===== src/hdl/exp_hyperbolic_cordic_macros.svh =====
// Assertion helpers for the exponential unit
`ifndef EXP_HYPERBOLIC_CORDIC_MACROS_SVH
`define EXP_HYPERBOLIC_CORDIC_MACROS_SVH

`ifndef SYNTHESIS

`define EHC_ASSERT_IMP(lbl, clk, rst_n, ante, cons) \
    lbl: assert property (@(posedge clk) disable iff (!(rst_n)) (ante) |-> (cons)) \
        else $error("ehc: implication check failed");

`define EHC_ASSERT_NXT(lbl, clk, rst_n, ante, cons) \
    lbl: assert property (@(posedge clk) disable iff (!(rst_n)) (ante) |=> (cons)) \
        else $error("ehc: next-cycle check failed");

`else

`define EHC_ASSERT_IMP(lbl, clk, rst_n, ante, cons)

`define EHC_ASSERT_NXT(lbl, clk, rst_n, ante, cons)

`endif

`endif


===== src/hdl/ehc_pkg.sv =====
`timescale 1ns / 1ps

package ehc_pkg;

    localparam int XW_IN = 18;
    localparam int OW = 20;
    localparam int KW = 5;
    localparam int K_MIN = -12;

    localparam int RR_FRAC = 24;
    localparam logic signed [25:0] RR_LN2 = 26'sd11629079;
    localparam logic signed [25:0] RR_INV_LN2 = 26'sd24204406;

    localparam int REP_A = 4;
    localparam int REP_B = 13;
    localparam int MAX_SHIFT = 20;

    localparam int SERIES_FRAC = 62;
    localparam int SERIES_TERMS = 31;
    localparam longint unsigned ODD_DIV [SERIES_TERMS] = '{
        64'd1, 64'd3, 64'd5, 64'd7, 64'd9, 64'd11, 64'd13, 64'd15,
        64'd17, 64'd19, 64'd21, 64'd23, 64'd25, 64'd27, 64'd29, 64'd31,
        64'd33, 64'd35, 64'd37, 64'd39, 64'd41, 64'd43, 64'd45, 64'd47,
        64'd49, 64'd51, 64'd53, 64'd55, 64'd57, 64'd59, 64'd61
    };

    localparam longint unsigned GAIN_NUM = 64'd1207497067763072;
    localparam longint unsigned GAIN_DEN = 64'd1000000000000000;

    typedef struct packed {
        logic                 below;
        logic signed [KW-1:0] k;
    } t_side;

    // atanh(2^-i) with fb fraction bits, truncated
    function automatic longint unsigned atanh_pow2(int i, int fb);
        longint unsigned acc;
        int sh;
        acc = 64'd0;
        for (int n = 0; n < SERIES_TERMS; n++) begin
            sh = i * (2 * n + 1);
            if (sh <= SERIES_FRAC) begin
                acc += (64'd1 << (SERIES_FRAC - sh)) / ODD_DIV[n];
            end
        end
        return acc >> (SERIES_FRAC - fb);
    endfunction

    // CORDIC start value with fb fraction bits, truncated
    function automatic longint unsigned gain_const(int fb);
        longint unsigned rem;
        longint unsigned f;
        rem = GAIN_NUM - GAIN_DEN;
        f = 64'd0;
        for (int b = 0; b < fb; b++) begin
            rem = rem << 1;
            f = f << 1;
            if (rem >= GAIN_DEN) begin
                f = f | 64'd1;
                rem = rem - GAIN_DEN;
            end
        end
        return (64'd1 << fb) + f;
    endfunction

    // shift used by iteration j, with the repeated shifts run twice
    function automatic int iter_shift(int j);
        int cnt;
        int res;
        cnt = 0;
        res = 1;
        for (int i = 1; i <= MAX_SHIFT; i++) begin
            if (cnt == j) res = i;
            cnt++;
            if (i == REP_A || i == REP_B) begin
                if (cnt == j) res = i;
                cnt++;
            end
        end
        return res;
    endfunction

endpackage


===== src/hdl/ehc_cordic_stage.sv =====
`timescale 1ns / 1ps

module ehc_cordic_stage import ehc_pkg::*; #(
    parameter int FRAC_BITS = 24,
    parameter int SHIFT = 1
) (
    input  logic                      i_clk,
    input  logic                      i_en,
    input  logic signed [FRAC_BITS+3:0] i_x,
    input  logic signed [FRAC_BITS+3:0] i_y,
    input  logic signed [FRAC_BITS+3:0] i_z,
    output logic signed [FRAC_BITS+3:0] o_x,
    output logic signed [FRAC_BITS+3:0] o_y,
    output logic signed [FRAC_BITS+3:0] o_z
);

    localparam int VW = FRAC_BITS + 4;
    localparam logic signed [VW-1:0] Angle = VW'(atanh_pow2(SHIFT, FRAC_BITS));

    logic signed [VW-1:0] xs;
    logic signed [VW-1:0] ys;
    logic signed [VW-1:0] n_x;
    logic signed [VW-1:0] n_y;
    logic signed [VW-1:0] n_z;
    logic signed [VW-1:0] r_x;
    logic signed [VW-1:0] r_y;
    logic signed [VW-1:0] r_z;

    always_comb begin
        xs = i_x >>> SHIFT;
        ys = i_y >>> SHIFT;
        if (!i_z[VW-1]) begin
            n_x = i_x + ys;
            n_y = i_y + xs;
            n_z = i_z - Angle;
        end else begin
            n_x = i_x - ys;
            n_y = i_y - xs;
            n_z = i_z + Angle;
        end
    end

    always_ff @(posedge i_clk) begin
        if (i_en) begin
            r_x <= n_x;
            r_y <= n_y;
            r_z <= n_z;
        end
    end

    assign o_x = r_x;
    assign o_y = r_y;
    assign o_z = r_z;

endmodule


===== config.mk =====
export PLATFORM = sky130hd
export DESIGN_NAME = ehc_cordic_stage
export DESIGN_NICKNAME = d
export VERILOG_FILES = /design/src/hdl/exp_hyperbolic_cordic_macros.svh /design/src/hdl/ehc_pkg.sv /design/src/hdl/ehc_cordic_stage.sv
export SDC_FILE = /design/constraint.sdc
export NUM_CORES = 1
export LEC_CHECK = 0
export BUFFER_PORTS_ARGS = -buffer_cell sky130_fd_sc_hd__buf_2
export CORE_MARGIN = 5
export CORE_UTILIZATION = 45
export CTS_CLUSTER_SIZE = 8
export DETAILED_ROUTE_END_ITERATION = 6
export PLACE_DENSITY = 0.68
export SLEW_MARGIN = 20
export SYNTH_ARGS = -nofsm -noshare
export SYNTH_HDL_FRONTEND = slang
export SYNTH_SLANG_ARGS = --single-unit

===== constraint.sdc =====
create_clock -name i_clk -period 5.11 [get_ports i_clk]
set_input_delay 1.2775 -clock i_clk [delete_from_list [all_inputs] [get_ports i_clk]]
set_output_delay 1.2775 -clock i_clk [all_outputs]
set_load 0.02 [all_outputs]

# --- Word-level counts from Yosys, hierarchy flattened ---
# Index checks and enable logic that the tools add are counted.
totals:
  ff_bits: 84
  output_inout_bits: 84
classes:
  n_addsub: 6
  mux: 3
ops:
  columns: ["op", "count"]
  rows:
  - ["28-bit 2-to-1 mux", 3]
  - ["28-bit by 27-bit adder with 28-bit output", 2]
  - ["28-bit by 27-bit subtractor with 28-bit output", 2]
  - ["28-bit by 25-bit adder with 28-bit output (second input constant)", 1]
  - ["28-bit by 25-bit subtractor with 28-bit output (second input constant)", 1]

# --- Depth between registers and ports, before layout ---
# Gate-level depths: netlist of the first run.
logic_depth:
  word_depth: 2
  mapped_depth: 17
  mapped_depth_nobuf: 16

# --- Worst setup path after synthesis of the first run ---
# OpenSTA, ideal clock, no wires.
synth_timing:
  kind: "input-to-reg"
  from: "input i_y[9]"
  to: "register r_x[25] (netlist: o_x[25]), data pin"
  setup_time_ns: 0.269
  t_arrival_ns: 4.312
  required_time_ns: 4.841
  setup_slack_ns: 0.529
  stages: 16
  n_path_buf: 1
  path_cell_list: "or4_4 -> nor4b_4 -> nor3b_2 -> o21ai_0 -> nor2_1 -> xor2_1 -> ha_1 -> clkbuf_1 -> a21o_1 -> a21o_1 -> a21o_1 -> a21oi_1 -> o21ai_0 -> a31oi_1 -> o31ai_1 -> xor2_1"
synth_between:
  elab_chain_len: 2
  word_cells_on_any_way: 3
synth_lines:
  columns: ["item", "line", "text"]
  rows:
  - ["start, declared", "ehc_cordic_stage.sv:10", "input logic signed [FRAC_BITS+3:0] i_y,"]
  - ["28-bit by 27-bit adder with 28-bit output or 28-bit by 27-bit subtractor with 28-bit output (tied branches)", "ehc_cordic_stage.sv:33, ehc_cordic_stage.sv:37", null]
  - ["28-bit 2-to-1 mux (*)", "ehc_cordic_stage.sv:32", "if (!i_z[VW-1]) begin"]
  - ["via n_x[25]", "ehc_cordic_stage.sv:22", "logic signed [VW-1:0] n_x;"]
  - ["end signal, assigned", "ehc_cordic_stage.sv:45", "r_x <= n_x;"]
  - ["end, declared", "ehc_cordic_stage.sv:25", "logic signed [VW-1:0] r_x;"]
# Mark *: on every way through the listed nets, which the timed path passes. The rest lies on a longest branch.
# A chain may end at the register's enable or synchronous reset.

# --- Worst setup path in the final report of the first run ---
layout_timing:
  from: "input i_y[9]"
  to: "register r_x[26] (netlist: o_x[26]), data pin"
# The elaborated chain is that of the path after synthesis.

==> results of run 1 <==
## flip-flops by register name, summed over array words and instances, names as in the netlist
signal  cells
o_z        28
o_y        28
o_x        28
## cell type report
cell class	instances	area share
antenna	1	0.000275
clock buffer	9	0.0248
clock inverter	7	0.0117
inverter	37	0.0153
multi-input combinational	676	0.539
sequential	84	0.278
tap	220	0.0303
timing repair buffer	178	0.101
## per-stage QoR
step	hold slack [ns]	power (W)	instances	util
finish	1.24	0.00290	1212	0.548
global route	1.24	0.00309	1212	0.548
CTS	1.22	0.00293	1211	0.548
detailed placement	1.60	0.00216	1195	0.528
global placement	1.59	0.00216	1195	0.528
floorplan	1.39	0.00182	813	-
## critical path: stages
cell,delay [ns]
buf_2,0.13
or4_4,0.57
nor4b_4,0.27
nor3b_2,0.26
o21ai_0,0.19
nor2_1,0.27
xnor2_1,0.15
ha_1,0.30
a21o_1,0.18
a21oi_1,0.22
nand2_1,0.08
a31oi_1,0.19
o21ai_0,0.10
a221oi_1,0.33
xnor2_1,0.09
## how the worst max path moves through the flow
stage	end	slack, ns	from	cells past startpoint
final	o_x[26]	0.60	i_y[9]	15
after global routing	o_x[26]	0.29	i_y[9]	15
after CTS	o_x[26]	0.64	i_y[9]	15
after detailed placement	o_x[26]	0.26	i_y[9]	15
after global placement	o_x[26]	0.30	i_y[9]	15
after floorplan	o_x[25]	0.53	i_y[9]	16
## kinds of logic after synthesis
family,count (synthesis),share of synthesized area
adder cells (fa/ha/maj),85,0.142
flip-flops,84,0.331
multiplexers,2,0.00263
AND/OR/NAND/NOR,206,0.138
AO/OA/AOI/OAI,263,0.222
XOR/XNOR,120,0.138
buffers and inverters,53,0.0263
## placed cells by master (no fill, tap or decap), drive strengths merged, types with 5 or more instances in the layout
cell	netlist	layout
and3	11	11
nor3	19	19
nor4	8	8
edfxtp	84	84
xnor2	96	96
nand2b	7	7
nor2b	9	9
nor2	62	62
a21o	41	41
and2	6	6
a21oi	93	93
nand4	12	12
o31ai	8	8
o21bai	12	12
ha	82	82
o21a	15	15
clkbuf	12	9
o31a	5	5
a31oi	13	13
nand2	38	38
inv	36	39
nand3	15	15
xor2	24	24
o21ai	42	42
buf	4	178
## metal layers
metal / GRT usage / vias up / wire length [um]
met3: 0.0361 / 24 / 1320
li1: - / 3393 / -
met5: 0 / - / 7
met1: 0.264 / 3028 / 8950
met2: 0.323 / 194 / 8920
met4: 0.0668 / 2 / 350
## where the power goes
part | total (W) | leakage (nW) | internal (W) | switching, W
clock network | 0.000746 | 0.163 | 0.000437 | 0.000309
registers | 0.000974 | 0.822 | 0.000946 | 0.0000285
logic | 0.00118 | 2.99 | 0.000469 | 0.000715
==> out/metrics.yaml, run 1 <==
final_cell_area_um2: 9090
post-route-drc-count: 0
postPlaceCellArea_um2: 8750
hold_viol: 0
period_share: 0.882
port_buffers: 169
antenna_left: 0
setup_slack_ns: 0.603
drive_gt1_frac: 0.210
finalNetCount: 1157
setup_viol: 0
hold_class: "input port to register"
clkTransAtPathRegs_ns: 0.07
synth_seq_cells: 84
area_growth_pct: 19.2
post-cts-setup-buffer-count: 0
path_class: "input port to register"
design.die.area_um2: 19600
tightest_slew_ns: 1.04
grt_max_degree: 85
synth_cell_type_count: 63
min_to: "o_z[0]"
place.detailed.hpwl_um: 15200
num_vias: 6641
critPathRequiredTime_ns: 5.21
cts_resized: 0
coreArea_um2: 16600
cts.sink_count: 84
start_util: 0.460
cts_tree: "yes"
avgSynthCellArea_um2: 9.38
ys_top_cells_by_count: "xnor2_1 (96), a21oi_1 (92), edfxtp_1 (84), ha_1 (82), nor2_1 (62)"
regArea_um2: 2520
antenna_found_initial: 2
grt_pass1_vias: 6431
die_w_um: 140
synth_ff_type: "edfxtp_1"
hold_start: "i_z[0]"
max_slew_margin: 0.307
grt_setup_unrepaired: "no"
synth.most_common_cell: "xnor2_1"
drt-initial-drc-count: 371
multi_input_area_um2: 4900
fmax_ghz: 0.222
peakVddDrop_mv: 0.178
overflow: 0
n_fill_cell: 1564
synth_area_um2: 7620
p_per_area_nw_per_um2: 320
holdPathStages: 2
worstPathMaxFanout: 5
totalNegativeSetupSlack_ns: 0
yosys.area.top_type_share: 0.331
outcome: "finished clean"
wirelength_um: 19600
cts-htree-levels: 3
first_pass_iters: 6
synth_nets: 984
crit_path_end_kind: "register"
post-synth-top-area-cell: "edfxtp_1"
cts_hold_buf: 0
maxCapViolations: 0
cts_max_path_buffers: 2
track_usage: 0.198
io_pins: 170
vias_per_cell: 5.48
place_ws_ns: 0.260
final_max_slew_viol_count: 0
wl_per_cell_um: 16.1
die_y_um: 140
gp_congestion: 0.914
cts_buffers: 9
row_count: 47
synth_edf_count: 84
cts_root_buf: "clkbuf_16"
postSynthCellCount: 813
async_flop_share: 0
start_kind: "input port"
synth.yosys.warnings: 0
ys_seq_area_frac: 0.331
synth.area.top_cells: "edfxtp_1 (33%), ha_1 (13%), xnor2_1 (11%)"
grt_first_pass_wirelength_um: 31900
fin_crit_ns: 4.51
power.leakage_nw: 3.97
worstPathArrival_ns: 4.61
Note: power is estimated with default switching activity, not from simulation.
==> run 2, diff against run 1 <==
- REMOVE_ABC_BUFFERS: unset -> 1
==> run 2 against run 1 <==
Effect of this change:
- cell area decreased by 0.29%
- via count increased by 2.0%
- hold slack about the same
- critical endpoint is now o_x[25]
- setup slack got worse by 0.10 ns
- cell count unchanged
- combinational power about the same
==> out/metrics.yaml, run 2 (synthesis gave the netlist of run 1 again) <==
outcome: "finished clean"
postPlaceCellArea_um2: 8770  # +0.23%
grt_pass1_vias: 6469  # +0.59%
die_w_um: 140  # unchanged
cts-htree-levels: 3  # unchanged
place.detailed.hpwl_um: 15400  # +1.7%
cts_hold_buf: 0  # unchanged
tightest_slew_ns: 0.840  # -0.199 ns
peakVddDrop_mv: 0.194  # +8.9%
seqPwrFrac: 0.348  # +0.013
hold_class: "input port to register"
intPower_w: 0.00176  # -5.2%
totalNegativeSetupSlack_ns: 0  # unchanged
holdPathStages: 2  # unchanged
first_pass_iters: 5  # -1
cts_buffers: 9  # unchanged
p_per_area_nw_per_um2: 311  # -2.8%
grt_max_degree: 85  # unchanged
diodes: 0  # -1
p_sw_frac: 0.376  # +0.0140
combPwrFrac: 0.420  # +0.012
fmax_ghz: 0.217  # -2.3%
overflow: 0  # unchanged
fin_crit_ns: 4.61  # +0.104 ns
worstPathArrival_ns: 4.70  # +0.09 ns
n_fill_cell: 1555  # -0.58%
hold_start: "i_z[0]"
die_y_um: 140  # unchanged
final_cell_area_um2: 9060  # -0.29%
row_count: 47  # unchanged
power_frac_clock: 0.232  # -0.025
drive_gt1_frac: 0.211  # +0.000796
antenna_left: 0  # unchanged
finalNetCount: 1158  # +0.086%
vias_per_cell: 5.59  # +2.0%
crit_path_end_kind: "register"
path_class: "input port to register"
post-cts-setup-buffer-count: 0  # unchanged
drt-initial-drc-count: 357  # -3.8%
final_max_slew_viol_count: 0  # unchanged
track_usage: 0.195  # -0.00260
wirelength_um: 19700  # +0.71%
port_buffers: 169  # unchanged
cts_tree: "yes"
hold_viol: 0  # unchanged
num_vias: 6773  # +2.0%
post-route-drc-count: 0  # unchanged
cts_resized: 0  # unchanged
power.leakage_nw: 3.96  # -0.35%
min_to: "o_z[0]"
switchingPower_w: 0.00106  # +0.63%
grt_first_pass_wirelength_um: 31500  # -1.3%
coreArea_um2: 16600  # unchanged
max_slew_margin: 0.440  # +0.133
setup_viol: 0  # unchanged
antenna_found_initial: 2  # unchanged
period_share: 0.902  # +0.0203
critPathRequiredTime_ns: 5.19  # -0.02 ns
maxCapViolations: 0  # unchanged
cts_root_buf: "clkbuf_16"
wl_per_cell_um: 16.2  # +0.71%
area_growth_pct: 18.9
worstPathMaxFanout: 9  # +4
design.die.area_um2: 19600  # unchanged
gp_congestion: 0.916  # +0.22%
fin_hold_ws_ns: 1.24  # -0.000430 ns
layout_commonest_cell: "buf_2"
grt_setup_unrepaired: "no"
mostFrequentLayoutCells: "buf_2 (168), xnor2_1 (96), a21oi_1 (92), edfxtp_1 (84), ha_1 (82)"
clkTransAtPathRegs_ns: 0.07  # about the same
start_util: 0.460  # unchanged
start_kind: "input port"
cts_max_path_buffers: 2  # unchanged
cts.sink_count: 84  # unchanged
io_pins: 170  # unchanged
-- run 2: cell count changes in the layout (fill, tap and decap cells not counted), sizes merged --
cell	previous run	this run
bufinv	2	0
diode	1	0
clkinv	3	4
buf	178	179
clkinvlp	0	1
-- run 2: power by group through the flow --
stage          combinational (W)  sequential [W]  clock, W
4_1_cts                  0.00119        0.000980  0.000678
2_1_floorplan           0.000643         0.00117         0
5_1_grt                  0.00130        0.000993  0.000702
6_report                 0.00118        0.000978  0.000654
3_3_place_gp             0.00117        0.000993         0
3_5_place_dp             0.00118        0.000992         0
-- run 2: layer usage --
layer | GRT usage | wire [um] | share of wire | vias up
met1 | 0.257 | 8980 | 0.46 | 3136
met3 | 0.0535 | 1440 | 0.073 | 25
met5 | 0 | 27 | 0.0014 | -
li1 | - | - | - | 3388
met4 | 0.0510 | 281 | 0.014 | 4
met2 | 0.318 | 8960 | 0.45 | 220
-- run 2: critical path, stage by stage --
cell and delay, ns:
buf_2 0.14, or4_4 0.58, nor4b_4 0.27, nor3b_2 0.27
o21ai_0 0.20, nor2_1 0.17, xor2_1 0.15, ha_1 0.34
a21o_1 0.22, a21o_1 0.18, a21o_1 0.16, a21oi_1 0.15
o21ai_0 0.13, a31oi_1 0.19, o31ai_1 0.11, xor2_1 0.15
-- run 2: cell type report --
| cell class | instances | area (um^2) | area share |
|---|---|---|---|
| repair buffers | 179 | 940 | 0.104 |
| inverters | 37 | 139 | 0.0153 |
| well taps | 220 | 275 | 0.0304 |
| clock buffers | 9 | 225 | 0.0249 |
| clock inverters | 7 | 58.8 | 0.00649 |
| flip-flops and latches | 84 | 2520 | 0.278 |
| multi-input cells | 676 | 4900 | 0.541 |
-- run 2: stage by stage --
step	power, W	worst slack, ns	instances	util
2_1_floorplan	0.00182	0.616	797	-
3_3_place_gp	0.00217	0.266	1196	0.529
3_5_place_dp	0.00217	0.182	1196	0.529
4_1_cts	0.00284	0.540	1212	0.546
5_1_grt	0.00299	0.313	1212	0.546
6_report	0.00281	0.499	1212	0.546
-- run 2: how the worst max path moves through the flow --
stage                      start      end  slack (ns)  cells after the start
after floorplan           i_y[9]  o_x[25]        0.62                     15
after detailed placement  i_y[9]  o_x[25]        0.18                     16
after CTS                 i_y[9]  o_x[25]        0.54                     16
after global placement    i_y[9]  o_x[25]        0.27                     16
after global routing      i_y[9]  o_x[24]        0.31                     16
final                     i_y[9]  o_x[25]        0.50                     16
